**src/rtl/dda_step_pkg.sv**
```systemverilog
// Shared types and codes for the three-axis DDA step generator.
package dda_step_pkg;

    localparam int AXES = 3;

    typedef enum logic
    {
        OP_LOAD = 1'b0,
        OP_TICK = 1'b1
    } opcode_t;

    // Per-axis update control, one copy per axis.
    typedef struct packed
    {
        logic load;
        logic tick;
        logic min_sw;
        logic max_sw;
    } axis_ctrl_t;

endpackage

```
**src/rtl/three_axis_dda_step_generator_top.sv**
```systemverilog
// Three-axis DDA step generator: input stage, three axis datapaths, result register.
//
//  channel | handshake           | payload
//  --------+---------------------+-----------------------------------------------
//  in      | in_valid / in_ready | opcode, start_x/y/z, goal_x/y/z, min/max_switches
//  out     | out_valid/out_ready | step_mask, dir_mask, still_moving, pos_x/y/z
//
// One request per cycle sustained while out_ready stays high; a request passes
// the input register, then one add/compare/subtract per axis into the result
// register, before its result is valid. Async reset clears all axis state to
// zero and empties both stages. A stalled output holds the result and lets one
// more request into the input register before in_ready drops.
module three_axis_dda_step_generator_top #(
    parameter int POSITION_BITS = 24
) (
    input  logic                            clk,
    input  logic                            rst_n,
    input  logic                            in_valid,
    output logic                            in_ready,
    input  logic                            opcode,
    input  logic signed [POSITION_BITS-1:0] start_x,
    input  logic signed [POSITION_BITS-1:0] start_y,
    input  logic signed [POSITION_BITS-1:0] start_z,
    input  logic signed [POSITION_BITS-1:0] goal_x,
    input  logic signed [POSITION_BITS-1:0] goal_y,
    input  logic signed [POSITION_BITS-1:0] goal_z,
    input  logic [2:0]                      min_switches,
    input  logic [2:0]                      max_switches,
    output logic                            out_valid,
    input  logic                            out_ready,
    output logic [2:0]                      step_mask,
    output logic [2:0]                      dir_mask,
    output logic                            still_moving,
    output logic signed [POSITION_BITS-1:0] pos_x,
    output logic signed [POSITION_BITS-1:0] pos_y,
    output logic signed [POSITION_BITS-1:0] pos_z
);
    import dda_step_pkg::*;

    localparam int W = POSITION_BITS;

    logic                s1_valid;
    opcode_t             s1_opcode;
    logic signed [W-1:0] s1_start [AXES];
    logic signed [W-1:0] s1_goal [AXES];
    logic [2:0]          s1_min_sw;
    logic [2:0]          s1_max_sw;
    logic                take;
    logic                fire;

    logic [W-1:0]        major_reg, major_next;
    logic [W-1:0]        major_load;
    logic [W-1:0]        major_sel;
    logic [W-1:0]        load_dist [AXES];
    logic [2:0]          step_vec;
    logic [2:0]          moving_vec;
    logic [2:0]          dir_vec;
    logic signed [W-1:0] pos_vec [AXES];
    axis_ctrl_t          ctrl [AXES];

    logic                out_valid_reg;
    logic [2:0]          step_reg;
    logic                moving_reg;

    assign take = !out_valid_reg || out_ready;
    assign fire = s1_valid && take;

    dda_step_in_stage #(
        .POSITION_BITS(W)
    ) u_in_stage (
        .clk         (clk),
        .rst_n       (rst_n),
        .in_valid    (in_valid),
        .in_ready    (in_ready),
        .opcode      (opcode),
        .start_x     (start_x),
        .start_y     (start_y),
        .start_z     (start_z),
        .goal_x      (goal_x),
        .goal_y      (goal_y),
        .goal_z      (goal_z),
        .min_switches(min_switches),
        .max_switches(max_switches),
        .take        (take),
        .s1_valid    (s1_valid),
        .s1_opcode   (s1_opcode),
        .s1_start    (s1_start),
        .s1_goal     (s1_goal),
        .s1_min_sw   (s1_min_sw),
        .s1_max_sw   (s1_max_sw)
    );

    // Largest distance of a new move.
    always_comb
    begin
        major_load = load_dist[0];
        if (load_dist[1] > major_load)
        begin
            major_load = load_dist[1];
        end
        if (load_dist[2] > major_load)
        begin
            major_load = load_dist[2];
        end
    end

    assign major_sel  = (s1_opcode == OP_LOAD) ? major_load : major_reg;
    assign major_next = (fire && s1_opcode == OP_LOAD) ? major_load : major_reg;

    for (genvar a = 0; a < AXES; a++)
    begin : g_axis
        assign ctrl[a].load   = fire && (s1_opcode == OP_LOAD);
        assign ctrl[a].tick   = fire && (s1_opcode == OP_TICK);
        assign ctrl[a].min_sw = s1_min_sw[a];
        assign ctrl[a].max_sw = s1_max_sw[a];

        dda_step_axis #(
            .POSITION_BITS(W)
        ) u_axis (
            .clk      (clk),
            .rst_n    (rst_n),
            .ctrl     (ctrl[a]),
            .start    (s1_start[a]),
            .goal     (s1_goal[a]),
            .major    (major_sel),
            .load_dist(load_dist[a]),
            .step     (step_vec[a]),
            .moving   (moving_vec[a]),
            .dir      (dir_vec[a]),
            .pos      (pos_vec[a])
        );
    end

    always_ff @(posedge clk or negedge rst_n)
    begin
        if (!rst_n)
        begin
            major_reg     <= '0;
            out_valid_reg <= 1'b0;
        end
        else
        begin
            major_reg <= major_next;
            if (take)
            begin
                out_valid_reg <= s1_valid;
            end
        end
    end

    always_ff @(posedge clk)
    begin
        if (fire)
        begin
            step_reg   <= step_vec;
            moving_reg <= |moving_vec;
        end
    end

    // Axis state only changes when a result is written here, so positions and
    // directions read straight from it match the held result.
    assign out_valid    = out_valid_reg;
    assign step_mask    = step_reg;
    assign still_moving = moving_reg;
    assign dir_mask     = dir_vec;
    assign pos_x        = pos_vec[0];
    assign pos_y        = pos_vec[1];
    assign pos_z        = pos_vec[2];

endmodule

```
**src/rtl/dda_step_in_stage.sv**
```systemverilog
// Input register stage: holds one request until the datapath takes it.
module dda_step_in_stage #(
    parameter int POSITION_BITS = 24
) (
    input  logic                            clk,
    input  logic                            rst_n,
    input  logic                            in_valid,
    output logic                            in_ready,
    input  logic                            opcode,
    input  logic signed [POSITION_BITS-1:0] start_x,
    input  logic signed [POSITION_BITS-1:0] start_y,
    input  logic signed [POSITION_BITS-1:0] start_z,
    input  logic signed [POSITION_BITS-1:0] goal_x,
    input  logic signed [POSITION_BITS-1:0] goal_y,
    input  logic signed [POSITION_BITS-1:0] goal_z,
    input  logic [2:0]                      min_switches,
    input  logic [2:0]                      max_switches,
    input  logic                            take,
    output logic                            s1_valid,
    output dda_step_pkg::opcode_t           s1_opcode,
    output logic signed [POSITION_BITS-1:0] s1_start [3],
    output logic signed [POSITION_BITS-1:0] s1_goal [3],
    output logic [2:0]                      s1_min_sw,
    output logic [2:0]                      s1_max_sw
);
    import dda_step_pkg::*;

    logic                            valid_reg;
    opcode_t                         opcode_reg;
    logic signed [POSITION_BITS-1:0] start_reg [3];
    logic signed [POSITION_BITS-1:0] goal_reg [3];
    logic [2:0]                      min_reg;
    logic [2:0]                      max_reg;
    logic                            load_en;

    assign in_ready = !valid_reg || take;
    assign load_en  = in_valid && in_ready;

    always_ff @(posedge clk or negedge rst_n)
    begin
        if (!rst_n)
        begin
            valid_reg <= 1'b0;
        end
        else if (in_ready)
        begin
            valid_reg <= in_valid;
        end
    end

    always_ff @(posedge clk)
    begin
        if (load_en)
        begin
            opcode_reg   <= opcode_t'(opcode);
            start_reg[0] <= start_x;
            start_reg[1] <= start_y;
            start_reg[2] <= start_z;
            goal_reg[0]  <= goal_x;
            goal_reg[1]  <= goal_y;
            goal_reg[2]  <= goal_z;
            min_reg      <= min_switches;
            max_reg      <= max_switches;
        end
    end

    assign s1_valid  = valid_reg;
    assign s1_opcode = opcode_reg;
    assign s1_start  = start_reg;
    assign s1_goal   = goal_reg;
    assign s1_min_sw = min_reg;
    assign s1_max_sw = max_reg;

endmodule

```
**src/rtl/dda_step_axis.sv**
```systemverilog
// One axis of the DDA: position, target, distance, direction and error term.
module dda_step_axis #(
    parameter int POSITION_BITS = 24
) (
    input  logic                            clk,
    input  logic                            rst_n,
    input  dda_step_pkg::axis_ctrl_t        ctrl,
    input  logic signed [POSITION_BITS-1:0] start,
    input  logic signed [POSITION_BITS-1:0] goal,
    input  logic [POSITION_BITS-1:0]        major,
    output logic [POSITION_BITS-1:0]        load_dist,
    output logic                            step,
    output logic                            moving,
    output logic                            dir,
    output logic signed [POSITION_BITS-1:0] pos
);
    import dda_step_pkg::*;

    localparam int W = POSITION_BITS;

    logic signed [W-1:0] cur_reg, cur_next;
    logic signed [W-1:0] tgt_reg, tgt_next;
    logic [W-1:0]        dist_reg, dist_next;
    logic signed [W:0]   acc_reg, acc_next;
    logic                dir_reg, dir_next;

    logic signed [W:0]   diff;
    logic [W:0]          diff_neg;
    logic                load_up;
    logic [W+1:0]        acc_load_wide;
    logic signed [W+1:0] sum;
    logic signed [W+1:0] sum_less_major;
    logic                blocked;
    logic                allowed;
    logic                fire_step;

    // Load: distance and direction from start and goal.
    assign diff      = {goal[W-1], goal} - {start[W-1], start};
    assign diff_neg  = '0 - diff;
    assign load_up   = !diff[W];
    assign load_dist = load_up ? diff[W-1:0] : diff_neg[W-1:0];
    assign acc_load_wide = '0 - {3'b000, major[W-1:1]};

    // Tick: permission, accumulate, step on positive error.
    assign blocked   = (ctrl.min_sw && !dir_reg) || (ctrl.max_sw && dir_reg);
    assign allowed   = (cur_reg != tgt_reg) && !blocked;
    assign sum       = {acc_reg[W], acc_reg} + $signed({2'b00, dist_reg});
    assign sum_less_major = sum - $signed({2'b00, major});
    assign fire_step = allowed && !sum[W+1] && (sum != '0);

    always_comb
    begin
        cur_next  = cur_reg;
        tgt_next  = tgt_reg;
        dist_next = dist_reg;
        acc_next  = acc_reg;
        dir_next  = dir_reg;
        if (ctrl.load)
        begin
            cur_next  = start;
            tgt_next  = goal;
            dist_next = load_dist;
            acc_next  = acc_load_wide[W:0];
            dir_next  = load_up;
        end
        else if (ctrl.tick && allowed)
        begin
            if (fire_step)
            begin
                acc_next = sum_less_major[W:0];
                cur_next = dir_reg ? cur_reg + W'(1) : cur_reg - W'(1);
            end
            else
            begin
                acc_next = sum[W:0];
            end
        end
    end

    always_ff @(posedge clk or negedge rst_n)
    begin
        if (!rst_n)
        begin
            cur_reg  <= '0;
            tgt_reg  <= '0;
            dist_reg <= '0;
            acc_reg  <= '0;
            dir_reg  <= 1'b0;
        end
        else
        begin
            cur_reg  <= cur_next;
            tgt_reg  <= tgt_next;
            dist_reg <= dist_next;
            acc_reg  <= acc_next;
            dir_reg  <= dir_next;
        end
    end

    assign step   = ctrl.tick && fire_step;
    assign moving = ctrl.load ? (load_dist != '0) : (ctrl.tick && allowed);
    assign dir    = dir_reg;
    assign pos    = cur_reg;

endmodule

```
**config.mk**
```make
export PLATFORM = sky130hd
export DESIGN_NAME = three_axis_dda_step_generator_top
export DESIGN_NICKNAME = d
export VERILOG_FILES = /design/src/rtl/dda_step_pkg.sv /design/src/rtl/three_axis_dda_step_generator_top.sv /design/src/rtl/dda_step_in_stage.sv /design/src/rtl/dda_step_axis.sv
export SDC_FILE = /design/constraint.sdc
export NUM_CORES = 2
export LEC_CHECK = 0
export BUFFER_PORTS_ARGS = -buffer_cell sky130_fd_sc_hd__buf_2
export CAP_MARGIN = 20
export CORE_ASPECT_RATIO = 0.6
export CORE_MARGIN = 5
export CORE_UTILIZATION = 55
export CTS_BUF_LIST = sky130_fd_sc_hd__clkbuf_4 sky130_fd_sc_hd__clkbuf_8 sky130_fd_sc_hd__clkbuf_16
export DETAILED_ROUTE_END_ITERATION = 10
export PLACE_DENSITY = 0.69
export SYNTH_ARGS = -nofsm -noshare
export SYNTH_HDL_FRONTEND = slang
export SYNTH_HIERARCHICAL = 1
export SYNTH_SLANG_ARGS = --single-unit
```
**constraint.sdc**
```tcl
create_clock -name clk -period 14 [get_ports clk]
set_input_delay 1.4 -clock clk [delete_from_list [all_inputs] [get_ports clk]]
set_output_delay 1.4 -clock clk [all_outputs]
set_load 0.05 [all_outputs]
```
======== Word-level counts from Yosys, hierarchy flattened ========
Index checks and enable logic that the tools add are counted.
cells by class
  multiplexer cells ....................... 30
  equal/unequal tests ..................... 3
  add/subtract/negate cells ............... 19
  reduce and logical (&&, ||, !) cells .... 60
  order comparisons ....................... 2
  bitwise gates (word level) .............. 1
operators with widths
  cell                     number
  $mux W24                 18
  $mux W25                 9
  $add A25 B25 Y26         3
  $reduce_bool A26 Y1      3
  $sub A24 B24 Y25         3
  $sub A25 B25 Y25         3
  $add A24 B2 Y24 const B  3
  $ne A24 B24 Y1           3
  $reduce_bool A24 Y1      3
  $sub A1 B24 Y24 const A  3
  $sub A24 B2 Y24 const B  3
  $gt A24 B24 Y1           2
  $logic_and A1 B1 Y1      25
  $sub A1 B23 Y24 const A  1
  $logic_not A1 Y1         14
  $reduce_bool A2 Y1       6
  $reduce_and A2 Y1        3
  $logic_or A1 B1 Y1       5
  $mux W1                  3
  $reduce_or A3 Y1         1
  $not A1 Y1               1
storage, ports and cells
  register bits after elaboration ......... 475
  logic and storage cells ................. 144

======== Longest topological paths before layout ========
  depth after elaboration ................. 12
  gate-level depth with buffers ........... 50
  mapped depth without buffers ............ 48

======== By module ========
The synthesis kept the hierarchy.
by module, submodules not included
  module                                 cells an instance  seq. area each (µm²)  instances  area an instance (µm²)
  dda_step_axis at g_axis[0].u_axis ...  1331               2452.4                2          10613.9
  dda_step_axis at g_axis[2].u_axis      1326               2452.4                1          11148.2
  dda_step_in_stage                      155                4559.4                1          4588.2
  three_axis_dda_step_generator_top      413                745.7                 1          3398.3

======== Worst setup path after synthesis ========
No wires, ideal clock.
  path type ............................... flip-flop to flip-flop
  start ................................... register u_in_stage.goal_reg, in the netlist u_in_stage/s1_goal[24]
  end ..................................... register g_axis[2].u_axis.acc_reg[22]
  buffers on the path ..................... 3
  stages on the path, launching flop included .. 47
  setup slack ............................. 3579 ps
  clock period less this slack ............ 10421 ps
  arrival time ............................ 10343 ps
  cells stage by stage .................... edfxtp_1 inv_1 ha_1 inv_1 fa_1 a211oi_1 o21a_1 o31ai_1 a31oi_1 o21a_1 xor2_1 nor3b_1 nand4_1 nor3_1 a2bb2oi_1 xnor2_1 inv_1 ha_1 [... 11 more ...] and4_1 o31a_2 o21a_2 buf_4 a311oi_1 o31ai_1 inv_1 ha_1 or3_1 o31a_1 a41oi_1 a21oi_1 a221o_1 a311o_1 or4b_1 o211ai_1 mux2i_1 a21oi_1
RTL lines
  item                    line                     source
  start: declaration      dda_step_in_stage.sv:31  logic signed [POSITION_BITS-1:0] goal_reg [3];
  end signal: assignment  dda_step_axis.sv:95      acc_reg <= acc_next;
  end: declaration        dda_step_axis.sv:24      logic signed [W:0] acc_reg, acc_next;

==> key figures <==
Critical path
  • Crit start category: flop
  • Critical Path AT: 13.56 ns
  • CP max stage cell: o31ai_1
  • WS Path Type: flop to flop
  • Top cell by count, worst path: inv_1
  • Critical path required time: between 10 and 15 ns
  • Critical-path maximum fanout: 25
  • Critical Path Max Stage Delay: 0.83 ns
  • CP endpoint kind: flop

Placed design
  • Post-Place Worst Slack: approximately 1.2 ns
  • Port bufs: 235
  • RD Place Congestion: about 1
  • Dpl hpwl: 99000 um

Finish
  • Syn-to-layout area delta: 9.68%
  • # fillers: between 6000 and 7000
  • FF/Latch Area: 12700 um2
  • Max reg flops: 75
  • Area of the multi-input gates: between 20000 and 30000 um2
  • Antenna diodes: 0
  • Share of layout cells above drive strength 1: roughly an eighth
  • Final core utilization: 61.3%
  • Fin nets: 5231

Synthesis
  • Synth cell types: 112
  • Synth area leaders: dfrtp_1 20%, edfxtp_1 12%, ha_1 10%
  • Synth area leader: dfrtp_1
  • Commonest cells post-synth: 354 x nand2_1, 350 x nor2_1, 336 x ha_1
  • Syn Nets: 5059
  • Yosys warning count: 6
  • Most common cell in the netlist: nand2_1
  • Sequential share of the synthesized area: 31.4%
  • Top_reg_cell synth: dfrtp_1
  • Post-synth EDFFs: 155
  • Register bit count reported by yosys: about 480
  • Cell Area, Synth: 40400 um2
  • Synth top area share: 19.8%
  • Mapped Avg Cell Area: 8.86 um2
  • Syn Inst Count: about 4600
  • Asr flop ratio synth: 67.4%

Global route
  • Gr usage total: 31.2%
  • Grt total ovfl: 0
  • Initial antenna violation count: 1
  • Largest net degree at the start of global routing: 196
  • Vias in the first global route: 32700
  • First-pass GRT wire length: just under 200000 um

Clocking
  • Worst-Skew Late Latency: between 0.6 and 0.7 ns
  • Root buffer cell: clkbuf_16
  • Hold buffer count at CTS: 0
  • Htree depth: 2
  • Reg clk slew, reported paths: 0.07 ns
  • Post-CTS Setup Repair Bufs: 0
  • Clock sinks: 475
  • CTS buffer count: 48
  • Longest Clk Path Bufs: 3
  • CTS resizes: 0
  • CTS tree: built

Min path
  • Tightest Hold Check Type: flop to flop

Timing
  • Final setup viols: 0
  • TNS Setup: 0 ns
  • Period minus WS final: 13.07 ns
  • Fin crit share: 93.3%
  • Worst-Margin Slew: 1.07 ns
  • Post-Route Skew: 0.0288 ns
  • RSZ-0062 raised after global routing: no
  • Slew Viols, Final: 0
  • Final Hold Vio Count: 0
  • Maximum clock rate: 76.5 MHz
  • Worst setup margin: slightly above 0.9 ns
  • Rel. slew slack: 28.1%

Route
  • DR vias/cell: 6.36
  • Post-DRT Antenna Nets: 0
  • DR vias: 36500
  • DR WL/cell: 22.3 um
  • Final wirelength: 128000 um
  • Drt pass-1 iters: 6
  • Drt drc: 0
  • DR iter-0 viols: 4422

Floorplanning
  • Die Width: 360 um
  • Die height: between 200 and 250 um
  • Die ar.: 79100 um2
  • Starting density of the core: 55.9%
  • Core Area: ~72000 um2
  • Num rows: 76
  • Num ports: about 240

Flow run
  • Max-cap violation count: 0

Run status
  • Outcome: complete, no violations
## kinds of logic (layout without fill, tap and decap cells)
family / count (synthesis) / count (layout) / share of synthesized area (%)
adder cells (fa/ha/maj): 348 / 348 / 11.0
buffers and inverters: 460 / 672 / 4.68
XOR/XNOR: 394 / 394 / 8.59
AO/OA/AOI/OAI: 1326 / 1326 / 22.4
AND/OR/NAND/NOR: 1364 / 1364 / 16.9
flip-flops: 475 / 475 / 31.4
multiplexers: 189 / 189 / 5.05
## layer usage
| layer | part of all wire (%) | routed length [um] | vias to the layer above | GRT usage, % |
|---|---|---|---|---|
| met2 | 36 | 46500 | 1657 | 39.0 |
| met1 | 49 | 63000 | 17500 | 50.2 |
| met5 | 0.092 | 118 | - | 1.10 |
| met4 | 1.6 | 2110 | 2 | 5.52 |
| li1 | - | - | 17200 | - |
| met3 | 13 | 16400 | 121 | 11.0 |
## critical path: cells and delay by family (launching register included)
kind / cells / cell delay, ns
xor gates and xnor gates: 3 / 0.71
buffers and inverters: 6 / 0.80
and+or+nand+nor: 10 / 2.65
DFF: 1 / 0.39
adders and majority gates: 5 / 1.73
AOI/OAI and AO/OA: 22 / 6.62
## through the flow
stage,instances,cell area (um2),hold WS [ns]
floorplan,4556,40400,0.448
global placement,5649,42500,0.463
detailed placement,5649,42500,0.466
CTS,5739,44200,0.481
global route,5743,44300,0.497
finish,5743,44300,0.479
## final cells by class
type	instances	share of cell area (%)
clock buffer	62	3.10
tap	975	2.76
inverter	291	2.48
multi-input combinational	3621	58.5
sequential	475	28.6
clock inverter	28	0.794
timing repair buffer	291	3.76
## path summary, 6_finish.rpt
kind / from / slack (ns) / depth (start not counted) / endpoint
min: major_reg[21]$_DFFE_PN0P_ / 0.48 / 2 / major_reg[21]$_DFFE_PN0P_
min reg2reg: major_reg[21]$_DFFE_PN0P_ / 0.48 / 2 / major_reg[21]$_DFFE_PN0P_
max in group asynchronous: rst_n / 11.73 / 2 / g_axis[1].u_axis/pos[3]$_DFFE_PN0P_
min in group asynchronous: rst_n / 0.82 / 1 / g_axis[2].u_axis/pos[17]$_DFFE_PN0P_
max reg2reg: u_in_stage/s1_goal[48]$_DFFE_PP_ / 0.93 / 46 / g_axis[1].u_axis/acc_reg[23]$_DFFE_PN0P_
max: u_in_stage/s1_goal[48]$_DFFE_PP_ / 0.93 / 46 / g_axis[1].u_axis/acc_reg[23]$_DFFE_PN0P_
## placed cells by master (no fill, tap or decap), types with 33 or more instances in the layout
cell type    n
nor4_1      60
a21oi_1    327
edfxtp_1   155
ha_1       336
nand4_1     66
or3_1       41
nor3_1     113
xor2_1     132
nor2b_1     34
buf_2      234
and3_1      38
a211oi_1    60
nand2_1    354
nor2_1     350
nand2b_1    45
buf_4       52
a31oi_1     74
o21ai_0    194
clkbuf_16   50
inv_1      288
o21a_1      54
a21o_1     129
o31ai_1     68
o21bai_1    33
mux2_2     112
xnor2_1    260
mux2i_1     75
o21ai_1     42
nand3_1     98
dfrtp_1    320
o221ai_1    40
Power is left out: the tool's default activity adds up to more than one toggle a clock period on the data nets, which glitch-free logic cannot reach.
